**src/pcx_pkg.sv**
```systemverilog
// shared constants, codes and controller/datapath interface types for the pcx decoder
package pcx_pkg;

   // largest accepted image side
   localparam int MAX_SIDE = 4096;

   // field and counter widths
   localparam int BYTE_W  = 8;
   localparam int POS_W   = 24;
   localparam int DIM_W   = 13;
   localparam int CNT_W   = 25;
   localparam int HDR_W   = 7;
   localparam int RUN_W   = 6;
   localparam int PAL_W   = 10;
   localparam int FULL_W  = 17;
   localparam int RSP_W   = 64;

   // header signature and layout
   localparam logic [BYTE_W-1:0] SIG_B0 = 8'd10;
   localparam logic [BYTE_W-1:0] SIG_B1 = 8'd5;
   localparam logic [BYTE_W-1:0] SIG_B2 = 8'd1;
   localparam logic [BYTE_W-1:0] SIG_B3 = 8'd8;
   localparam logic [HDR_W-1:0]  IDX_SIG0 = 7'd0;
   localparam logic [HDR_W-1:0]  IDX_SIG1 = 7'd1;
   localparam logic [HDR_W-1:0]  IDX_SIG2 = 7'd2;
   localparam logic [HDR_W-1:0]  IDX_SIG3 = 7'd3;
   localparam logic [HDR_W-1:0]  IDX_WLO  = 7'd8;
   localparam logic [HDR_W-1:0]  IDX_WHI  = 7'd9;
   localparam logic [HDR_W-1:0]  IDX_HLO  = 7'd10;
   localparam logic [HDR_W-1:0]  IDX_HHI  = 7'd11;
   localparam logic [HDR_W-1:0]  HDR_LAST = 7'd127;

   // data section codes
   localparam logic [1:0]        RUN_TAG    = 2'b11;
   localparam logic [BYTE_W-1:0] PAL_MARKER = 8'd12;
   localparam logic [PAL_W-1:0]  PAL_LAST   = 10'd767;

   // result kinds
   typedef enum logic [2:0] {
      KIND_PIXEL   = 3'd0,
      KIND_PALETTE = 3'd1,
      KIND_SIZE    = 3'd2,
      KIND_DONE    = 3'd3,
      KIND_ERROR   = 3'd4
   } kind_type;

   // error codes
   typedef enum logic [1:0] {
      ERR_SIGNATURE = 2'd0,
      ERR_SIZE      = 2'd1,
      ERR_MARKER    = 2'd2
   } err_type;

   // controller to datapath commands
   typedef struct packed {
      logic     hdr_step;
      logic     size_load;
      logic     run_arm;
      logic     run_load;
      logic     pix_step;
      logic     pal_clear;
      logic     pal_step;
      logic     out_load;
      logic     out_run;
      logic     out_last;
      kind_type out_kind;
      err_type  out_err;
   } pcx_cmd_type;

   // datapath to controller status
   typedef struct packed {
      logic sig_bad;
      logic hdr_dim;
      logic dim_big;
      logic hdr_end;
      logic byte_run;
      logic byte_marker;
      logic run_pending;
      logic run_empty;
      logic run_tail;
      logic pix_end;
      logic pal_end;
   } pcx_status_type;

endpackage

```
**src/pcx_rle_image_decoder.sv**
```systemverilog
// pcx run-length image decoder top level
// Takes an 8-bit PCX file one byte per transfer (start flag in req_tuser marks byte 0)
// and returns image size, pixels in raster order, 768 palette components and a done
// or error result. A run value byte is followed by the pixels of its (clipped) run, up
// to 63, and the last palette byte by the done result; no input is taken meanwhile.
// The single result register paces the decoder: input is taken while that register is
// empty or being drained, and run pixels and the done result are issued from it one per
// cycle while it is free.
module pcx_rle_image_decoder
   import pcx_pkg::*;
(
   input  logic             clock,
   input  logic             reset,
   input  logic             req_tvalid,
   output logic             req_tready,
   input  logic [7:0]       req_tdata,   // data_byte
   input  logic             req_tuser,   // start_req
   output logic             rsp_tvalid,
   input  logic             rsp_tready,
   output logic [RSP_W-1:0] rsp_tdata,   // value[7:0], position[31:8], image_width[44:32],
                                         // image_height[57:45], error_code[59:58], zero
   output logic [2:0]       rsp_tuser,   // result_kind
   output logic             rsp_tlast    // last
);

   pcx_cmd_type    cmd;
   pcx_status_type status;
   kind_type       rsp_kind;

   pcx_ctrl u_ctrl (
      .clock      (clock),
      .reset      (reset),
      .req_tvalid (req_tvalid),
      .req_start  (req_tuser),
      .req_tready (req_tready),
      .rsp_tvalid (rsp_tvalid),
      .rsp_tready (rsp_tready),
      .status     (status),
      .cmd        (cmd)
   );

   pcx_dp u_dp (
      .clock     (clock),
      .reset     (reset),
      .data_byte (req_tdata),
      .start_req (req_tuser),
      .cmd       (cmd),
      .status    (status),
      .rsp_data  (rsp_tdata),
      .rsp_kind  (rsp_kind),
      .rsp_last  (rsp_tlast)
   );

   assign rsp_tuser = rsp_kind;

endmodule

```
**src/pcx_dp.sv**
```systemverilog
// pcx decoder datapath: header fields, pixel and palette counters, result register
module pcx_dp
   import pcx_pkg::*;
(
   input  logic                 clock,
   input  logic                 reset,
   input  logic [BYTE_W-1:0]    data_byte,
   input  logic                 start_req,
   input  pcx_cmd_type          cmd,
   output pcx_status_type       status,
   output logic [RSP_W-1:0]     rsp_data,
   output kind_type             rsp_kind,
   output logic                 rsp_last
);

   logic [HDR_W-1:0]   hdr_cnt_ff;
   logic [DIM_W-1:0]   width_ff;
   logic [DIM_W-1:0]   height_ff;
   logic [CNT_W-1:0]   total_ff;
   logic [CNT_W-1:0]   done_ff;
   logic               run_pend_ff;
   logic [RUN_W-1:0]   run_len_ff;
   logic [RUN_W-1:0]   run_cnt_ff;
   logic [BYTE_W-1:0]  run_val_ff;
   logic [PAL_W-1:0]   pal_cnt_ff;

   kind_type           out_kind_ff;
   err_type            out_err_ff;
   logic               out_last_ff;
   logic [BYTE_W-1:0]  out_value_ff;
   logic [POS_W-1:0]   out_pos_ff;
   logic [DIM_W-1:0]   out_width_ff;
   logic [DIM_W-1:0]   out_height_ff;

   logic [BYTE_W-1:0]  out_value_in;
   logic [POS_W-1:0]   out_pos_in;
   logic [DIM_W-1:0]   out_width_in;
   logic [DIM_W-1:0]   out_height_in;

   logic [HDR_W-1:0]   idx;
   logic [BYTE_W-1:0]  dim_lo;
   logic [FULL_W-1:0]  full;
   logic [2*DIM_W-1:0] product;
   logic [CNT_W-1:0]   left;
   logic [RUN_W-1:0]   run_count;

   // header position, restarted by a start flag
   assign idx = start_req ? '0 : hdr_cnt_ff;

   // dimension assembly: low byte, high byte, plus one
   assign dim_lo  = (idx == IDX_WHI) ? width_ff[BYTE_W-1:0] : height_ff[BYTE_W-1:0];
   assign full    = {1'b0, data_byte, dim_lo} + FULL_W'(1);
   assign product = width_ff * height_ff;

   // run length clipped to the pixels left
   assign left      = total_ff - done_ff;
   assign run_count = (left < CNT_W'(run_len_ff)) ? left[RUN_W-1:0] : run_len_ff;

   // status toward the controller
   always_comb begin
      status.sig_bad     = ((idx == IDX_SIG0) && (data_byte != SIG_B0)) ||
                           ((idx == IDX_SIG1) && (data_byte != SIG_B1)) ||
                           ((idx == IDX_SIG2) && (data_byte != SIG_B2)) ||
                           ((idx == IDX_SIG3) && (data_byte != SIG_B3));
      status.hdr_dim     = (idx == IDX_WHI) || (idx == IDX_HHI);
      status.dim_big     = full > FULL_W'(MAX_SIDE);
      status.hdr_end     = idx == HDR_LAST;
      status.byte_run    = data_byte[BYTE_W-1:BYTE_W-2] == RUN_TAG;
      status.byte_marker = data_byte == PAL_MARKER;
      status.run_pending = run_pend_ff;
      status.run_empty   = run_count == '0;
      status.run_tail    = run_cnt_ff == RUN_W'(1);
      status.pix_end     = (done_ff + CNT_W'(1)) >= total_ff;
      status.pal_end     = pal_cnt_ff == PAL_LAST;
   end

   // result payload selection by kind
   always_comb begin
      out_value_in  = '0;
      out_pos_in    = '0;
      out_width_in  = '0;
      out_height_in = '0;
      case (cmd.out_kind)
         KIND_PIXEL: begin
            out_value_in = cmd.out_run ? run_val_ff : data_byte;
            out_pos_in   = done_ff[POS_W-1:0];
         end
         KIND_PALETTE: begin
            out_value_in = {2'b00, data_byte[BYTE_W-1:2]};
            out_pos_in   = POS_W'(pal_cnt_ff);
         end
         KIND_SIZE: begin
            out_width_in  = width_ff;
            out_height_in = height_ff;
         end
         default: begin
            out_value_in = '0;
         end
      endcase
   end

   // control counters
   always_ff @(posedge clock) begin
      if (reset) begin
         hdr_cnt_ff  <= '0;
         run_pend_ff <= 1'b0;
      end else begin
         if (cmd.hdr_step) begin
            hdr_cnt_ff <= idx + HDR_W'(1);
         end
         if (cmd.size_load || cmd.run_load) begin
            run_pend_ff <= 1'b0;
         end else if (cmd.run_arm) begin
            run_pend_ff <= 1'b1;
         end
      end
   end

   // header fields, counters and run registers
   always_ff @(posedge clock) begin
      if (cmd.hdr_step) begin
         if (idx == IDX_WLO) begin
            width_ff <= DIM_W'(data_byte);
         end
         if (idx == IDX_HLO) begin
            height_ff <= DIM_W'(data_byte);
         end
         if (idx == IDX_WHI) begin
            width_ff <= full[DIM_W-1:0];
         end
         if (idx == IDX_HHI) begin
            height_ff <= full[DIM_W-1:0];
         end
      end
      if (cmd.size_load) begin
         total_ff <= product[CNT_W-1:0];
         done_ff  <= '0;
      end else if (cmd.pix_step) begin
         done_ff <= done_ff + CNT_W'(1);
      end
      if (cmd.run_arm) begin
         run_len_ff <= data_byte[RUN_W-1:0];
      end
      if (cmd.run_load) begin
         run_cnt_ff <= run_count;
         run_val_ff <= data_byte;
      end else if (cmd.pix_step && cmd.out_run) begin
         run_cnt_ff <= run_cnt_ff - RUN_W'(1);
      end
      if (cmd.pal_clear) begin
         pal_cnt_ff <= '0;
      end else if (cmd.pal_step) begin
         pal_cnt_ff <= pal_cnt_ff + PAL_W'(1);
      end
   end

   // result register
   always_ff @(posedge clock) begin
      if (cmd.out_load) begin
         out_kind_ff   <= cmd.out_kind;
         out_err_ff    <= cmd.out_err;
         out_last_ff   <= cmd.out_last;
         out_value_ff  <= out_value_in;
         out_pos_ff    <= out_pos_in;
         out_width_ff  <= out_width_in;
         out_height_ff <= out_height_in;
      end
   end

   assign rsp_data = {4'b0000, out_err_ff, out_height_ff, out_width_ff, out_pos_ff,
                      out_value_ff};
   assign rsp_kind = out_kind_ff;
   assign rsp_last = out_last_ff;

endmodule

```
**src/pcx_ctrl.sv**
```systemverilog
// pcx decoder controller: parse phase, run and done sequencing, result handshake
module pcx_ctrl
   import pcx_pkg::*;
(
   input  logic           clock,
   input  logic           reset,
   input  logic           req_tvalid,
   input  logic           req_start,
   output logic           req_tready,
   output logic           rsp_tvalid,
   input  logic           rsp_tready,
   input  pcx_status_type status,
   output pcx_cmd_type    cmd
);

   typedef enum logic [1:0] {
      S_TAKE,
      S_RUN,
      S_DONE
   } state_type;

   typedef enum logic [2:0] {
      PH_HEADER,
      PH_PIXELS,
      PH_MARKER,
      PH_PALETTE,
      PH_IDLE
   } phase_type;

   state_type state_ff, state_in;
   phase_type phase_ff, phase_in, phase_eff;
   logic      rsp_valid_ff, rsp_valid_in;
   logic      slot_free;
   logic      accept;

   // output slot is free when empty or being drained
   assign slot_free  = !rsp_valid_ff || rsp_tready;
   assign req_tready = (state_ff == S_TAKE) && slot_free;
   assign accept     = req_tvalid && req_tready;
   assign rsp_tvalid = rsp_valid_ff;
   assign phase_eff  = req_start ? PH_HEADER : phase_ff;

   // next state and commands
   always_comb begin
      state_in = state_ff;
      phase_in = phase_ff;
      cmd      = '0;
      case (state_ff)
         S_TAKE: begin
            if (accept) begin
               phase_in = phase_eff;
               case (phase_eff)
                  PH_HEADER: begin
                     if (status.sig_bad) begin
                        cmd.out_load = 1'b1;
                        cmd.out_kind = KIND_ERROR;
                        cmd.out_err  = ERR_SIGNATURE;
                        cmd.out_last = 1'b1;
                        phase_in     = PH_IDLE;
                     end else if (status.hdr_dim && status.dim_big) begin
                        cmd.out_load = 1'b1;
                        cmd.out_kind = KIND_ERROR;
                        cmd.out_err  = ERR_SIZE;
                        cmd.out_last = 1'b1;
                        phase_in     = PH_IDLE;
                     end else begin
                        cmd.hdr_step = 1'b1;
                        if (status.hdr_end) begin
                           cmd.size_load = 1'b1;
                           cmd.out_load  = 1'b1;
                           cmd.out_kind  = KIND_SIZE;
                           cmd.out_last  = 1'b1;
                           phase_in      = PH_PIXELS;
                        end
                     end
                  end
                  PH_PIXELS: begin
                     if (status.run_pending) begin
                        cmd.run_load = 1'b1;
                        if (!status.run_empty) begin
                           state_in = S_RUN;
                        end
                     end else if (status.byte_run) begin
                        cmd.run_arm = 1'b1;
                     end else begin
                        cmd.out_load = 1'b1;
                        cmd.out_kind = KIND_PIXEL;
                        cmd.out_last = 1'b1;
                        cmd.pix_step = 1'b1;
                        if (status.pix_end) begin
                           phase_in = PH_MARKER;
                        end
                     end
                  end
                  PH_MARKER: begin
                     if (status.byte_marker) begin
                        cmd.pal_clear = 1'b1;
                        phase_in      = PH_PALETTE;
                     end else begin
                        cmd.out_load = 1'b1;
                        cmd.out_kind = KIND_ERROR;
                        cmd.out_err  = ERR_MARKER;
                        cmd.out_last = 1'b1;
                        phase_in     = PH_IDLE;
                     end
                  end
                  PH_PALETTE: begin
                     cmd.out_load = 1'b1;
                     cmd.out_kind = KIND_PALETTE;
                     cmd.pal_step = 1'b1;
                     if (status.pal_end) begin
                        state_in = S_DONE;
                        phase_in = PH_IDLE;
                     end else begin
                        cmd.out_last = 1'b1;
                     end
                  end
                  default: begin
                     phase_in = PH_IDLE;
                  end
               endcase
            end
         end
         S_RUN: begin
            // one run pixel per free output slot
            if (slot_free) begin
               cmd.out_load = 1'b1;
               cmd.out_kind = KIND_PIXEL;
               cmd.out_run  = 1'b1;
               cmd.out_last = status.run_tail;
               cmd.pix_step = 1'b1;
               if (status.pix_end) begin
                  phase_in = PH_MARKER;
               end
               if (status.run_tail) begin
                  state_in = S_TAKE;
               end
            end
         end
         S_DONE: begin
            if (slot_free) begin
               cmd.out_load = 1'b1;
               cmd.out_kind = KIND_DONE;
               cmd.out_last = 1'b1;
               state_in     = S_TAKE;
            end
         end
         default: begin
            state_in = S_TAKE;
         end
      endcase
   end

   // result valid: set on load, cleared on transfer
   always_comb begin
      if (cmd.out_load) begin
         rsp_valid_in = 1'b1;
      end else if (rsp_tready) begin
         rsp_valid_in = 1'b0;
      end else begin
         rsp_valid_in = rsp_valid_ff;
      end
   end

   // state and registered outputs
   always_ff @(posedge clock) begin
      if (reset) begin
         state_ff     <= S_TAKE;
         phase_ff     <= PH_HEADER;
         rsp_valid_ff <= 1'b0;
      end else begin
         state_ff     <= state_in;
         phase_ff     <= phase_in;
         rsp_valid_ff <= rsp_valid_in;
      end
   end

`ifndef SYNTHESIS
   a_no_overwrite: assert property (@(posedge clock) disable iff (reset)
      cmd.out_load |-> (!rsp_valid_ff || rsp_tready))
      else $error("result register loaded while a result is pending");

   a_idle_silent: assert property (@(posedge clock) disable iff (reset)
      (accept && (phase_ff == PH_IDLE) && !req_start) |-> !cmd.out_load)
      else $error("result produced after error or done without a start");

   a_done_idle: assert property (@(posedge clock) disable iff (reset)
      (state_ff == S_DONE) |-> (phase_ff == PH_IDLE))
      else $error("done result pending while parse is still active");

   a_run_ends: assert property (@(posedge clock) disable iff (reset)
      ((state_ff == S_RUN) && cmd.out_load && status.run_tail) |=> (state_ff == S_TAKE))
      else $error("run emission did not end after its last pixel");
`endif

endmodule

```
**config.mk**
```make
export PLATFORM = sky130hd
export DESIGN_NAME = pcx_rle_image_decoder
export DESIGN_NICKNAME = d
export VERILOG_FILES = /design/src/pcx_pkg.sv /design/src/pcx_rle_image_decoder.sv /design/src/pcx_dp.sv /design/src/pcx_ctrl.sv
export SDC_FILE = /design/constraint.sdc
export NUM_CORES = 1
export LEC_CHECK = 0
export ABC_AREA = 0
export BUFFER_PORTS_ARGS = -buffer_cell sky130_fd_sc_hd__buf_4
export CAP_MARGIN = 20
export CORE_UTILIZATION = 60
export DETAILED_ROUTE_END_ITERATION = 8
export GPL_TIMING_DRIVEN = 0
export PLACE_DENSITY = 0.8
export SETUP_SLACK_MARGIN = 0.15
export SLEW_MARGIN = 40
export SYNTH_ARGS = -nofsm -noshare
export SYNTH_HDL_FRONTEND = slang
export SYNTH_SLANG_ARGS = --single-unit
export TNS_END_PERCENT = 50
```
**constraint.sdc**
```tcl
create_clock -name clock -period 8.51 [get_ports clock]
set_clock_uncertainty 0.05 [all_clocks]
set_input_delay 0.851 -clock clock [delete_from_list [all_inputs] [get_ports clock]]
set_output_delay 0.851 -clock clock [all_outputs]
set_load 0.05 [all_outputs]
```
==> key figures <==
Clock network
  – CTS tree: built
  – Clock sinks: approximately 180
  – Post CTS Setup Buffer Count: 0
  – TritonCTS Buffers: 17
  – Post-cts sizing count: 0
  – Post-CTS Hold Buffers: 0
  – CTS max path bufs: 2
  – Root Buffer: clkbuf_16
  – Clock insertion delay at the later pin of the skew report: roughly 0.45 ns
  – H-tree depth: 4
  – Clock-pin slew on the worst setup and hold paths: around 0.080 ns

Layout
  – Layout area overhead: 10.38%
  – Fin util: 67.71%
  – Share of cells above drive strength 1: under 10%
  – Fin nets: ~2200
  – Final Cell Area: approximately 0.018 mm^2
  – Antenna Cells: 0

Logic synthesis
  – Yosys warns: 0
  – Synthesized flop and latch total: ~180
  – Synth Area in XOR/XNOR: under 10%
  – Syn Area/Cell: 9.170 um^2
  – Yosys top cell area share: between 20% and 30%
  – Most common cell in the netlist: nand2_1
  – Post-Syn Instances: between 1500 and 2000
  – Synth Area in Compound Gates: around a tenth
  – Mux contribution to synthesized area: between 2 and 3%
  – Number of flops mapped to enable cells by yosys: 135
  – Synth top cells by count: nand2_1 (221), inv_1 (212), nor2_1 (141)
  – Post-synthesis sequential area ratio: 30.28%
  – Largest family of logic cells by synthesized area: adder cells
  – Yosys top cell by area: edfxtp_1
  – Synth Cell Area: around 0.017 mm^2
  – Simple-gate share of the synthesized area: 19.33%
  – Synthesized-area fraction occupied by adder cells: 24.50%
  – Synth top area cells: edfxtp_1 (24%), fa_1 (15%), ha_1 (9.9%)
  – Async S/R FF share, synth: 0%
  – Post-synthesis cell type count: 78
  – Post-synth top flop: edfxtp_1

Pwr
  – Maximum VDD drop: ~0.15 mV
  – Overall Power: around 0.0022 W
  – Power Dens Cells: 117.9 mW/mm^2
  – Pleak: approximately 8.2 nW

Min path
  – HP Start: u_dp.pal_cnt_ff[7]
  – Hold Path Class: reg2reg
  – Hold Path Stages: 2

STA
  – Max Fclk: between 0.1 and 0.15 GHz
  – Worst-Margin Slew: between 0.7 and 0.8 ns
  – RSZ-0062 raised after global routing: no
  – Period utilisation layout: between 80% and 90%
  – Setup TNS: 0 ns
  – Slew headroom: approximately 46%
  – Final min period: approximately 7.4 ns
  – Hold WS: ~0.46 ns
  – Max Slew Vio Count: 0
  – Final setup fails: 0
  – Final-report hold violation count: 0

Floorplanning
  – Core Area: between 0.02 and 0.03 mm^2
  – Rows: 60
  – Starting density of the core: slightly above 60%
  – Die Area: approximately 0.028 mm^2
  – Die H: between 150 and 200 um
  – IO Count: 83
  – Die X: 168.5 um

Detailed routing
  – Met2 wire length: slightly below 20000 um
  – M1 wire length: about 18000 um
  – Max layer used: met4
  – Post-route DRC violation count: 0
  – Routed wl met3: about 3300 um
  – Vias per cell: around 5.9
  – Detailed Routing Iterations Pass 1: 5
  – WL final: between 40000 and 50000 um
  – DRT antenna net count: 0
  – DR WL/cell: 18.62 um
  – Iter 0 DRT Violations: between 1000 and 1500
  – Vias after detailed routing: ~14000

Global route
  – Largest net degree at the start of global routing: 26
  – Antenna violations before repair: 0
  – Total GRT Usage: between 30% and 40%
  – Vias in the first global route: around 13000
  – First-pass GRT wire length: approximately 69000 um
  – Grt ovf: 0

Critical path
  – Cell mode on critical path: inv_1
  – CP peak stage delay: between 0.5 and 0.6 ns
  – Launch point of the worst path: u_dp.width_ff[4]
  – R2R Path Start: u_dp.width_ff[4]
  – Worst Reg-to-Reg Cells: 24
  – CP max FO: 10
  – CP arrival: 7.50 ns
  – Cells along the critical path: clkbuf_1 -> buf_1 -> nand2_1 -> fa_1 -> inv_1 -> fa_1 -> inv_1 -> fa_1 -> inv_1 -> ha_1 -> inv_1 -> fa_1 -> inv_1 -> ha_1 -> a21oi_1 -> o21ai_0 -> a31oi_1 -> o21ai_0 -> o41a_1 -> a41o_1 -> o41a_1 -> a21o_1 -> a21oi_1 -> xnor2_1
  – Slowest cell on the critical path: fa_1
  – Setup CP Type: reg2reg
  – Worst endpoint required time: 8.64 ns
  – Worst Setup Start Kind: flop
  – Crit end category: flop

Flow run
  – Max Cap Viol: 0

Placement
  – Detail Placement HPWL: about 33000 um
  – RePlAce Congestion: roughly 0.94
  – Dpl cell area: around 0.018 mm^2
  – Port buffer count: between 70 and 80

Outcome
  – Outcome: finished clean
routing by layer:
metal	up-vias	track usage [%]
met4	0	14.55
met2	581	50.75
met5	-	0
met3	119	6.056
met1	6564	40.62
li1	6301	-
layout make-up:
cell class                 count  area [um^2]
clock buffer                  17        425.4
clock inverter                15        137.6
multi-input combinational   1326        10460
inverter                     213        799.5
timing repair buffer          81        648.1
buffer                        93        380.4
tap                          372        465.4
fill                        2082         8750
sequential                   184         5035
stage by stage:
step                      instances  setup slack [ns]
after floorplan                1816            0.7225
after global placement         2264            -1.773
after detailed placement       2269             1.197
after CTS                      2301             1.159
after global routing           2301            0.7660
final                          2301             1.142
where the power goes:
group / total (W) / switching, W / internal, W
Clock: 0.000804 / 0.000394 / 0.000410
Sequential: 0.00102 / 0.0000170 / 0.00100
Combinational: 0.000341 / 0.000235 / 0.000107
Total: 0.00216 / 0.000646 / 0.00152
state kept, by name, indices dropped and copies added, names as in the netlist, 2 cells and up:
name	cells
u_ctrl.phase_ff	3
u_ctrl.state_ff	2
u_dp.done_ff	25
u_dp.hdr_cnt_ff	7
u_dp.height_ff	13
u_dp.out_err_ff	2
u_dp.out_height_ff	13
u_dp.out_pos_ff	24
u_dp.out_value_ff	8
u_dp.out_width_ff	13
u_dp.pal_cnt_ff	10
u_dp.rsp_kind	3
u_dp.run_cnt_ff	6
u_dp.run_len_ff	6
u_dp.run_val_ff	8
u_dp.total_ff	25
u_dp.width_ff	13
kinds of logic after synthesis:
| logic type | Yosys count |
|---|---|
| XOR/XNOR | 109 |
| adder cells (fa/ha/maj) | 253 |
| flip-flops | 184 |
| buffers and inverters | 306 |
| multiplexers | 41 |
| AO/OA/AOI/OAI | 264 |
| AND/OR/NAND/NOR | 655 |
| other | 1 |
worst paths after layout:
| check | endpoint | slack, ns |
|---|---|---|
| worst max-delay path | u_dp.total_ff[24] | 1.14 |
| worst min-delay path | u_dp.pal_cnt_ff[7] | 0.46 |
| worst max register to register | u_dp.total_ff[24] | 1.14 |
| worst min register to register | u_dp.pal_cnt_ff[7] | 0.46 |
critical path, delay by kind of cell (launching register included):
kind / cells / cell delay (ns)
DFF: 1 / 0.36
adders and majority gates: 6 / 2.71
buffers and inverters: 7 / 1.29
AOI/OAI and AO/OA: 9 / 2.39
xor gates and xnor gates: 1 / 0.13
and+or+nand+nor: 1 / 0.16
placed cells by master (no fill, tap or decap), types with 6 or more instances in the layout:
cell       instances
nand2_1          221
and2_1            90
dfxtp_1           49
xor2_1            32
o21ai_0           55
nor4_1            16
o31ai_1            6
clkbuf_16         17
nand4_1           26
a21o_1            25
o211ai_1           6
nor3_1            27
inv_1            212
o21ai_1           11
fa_1             121
edfxtp_1         135
nor2b_1           20
mux2i_1           28
xnor2_1           77
clkbuf_1          75
buf_4             81
or3_1              8
and3_1            23
ha_1             132
a21oi_1           62
buf_1              8
a31oi_1            8
a211oi_1           9
nand2b_1          14
mux2_2            11
nor2_1           140
nand3_1           39
o21a_1            15
Note: power is estimated with default switching activity, not from simulation.
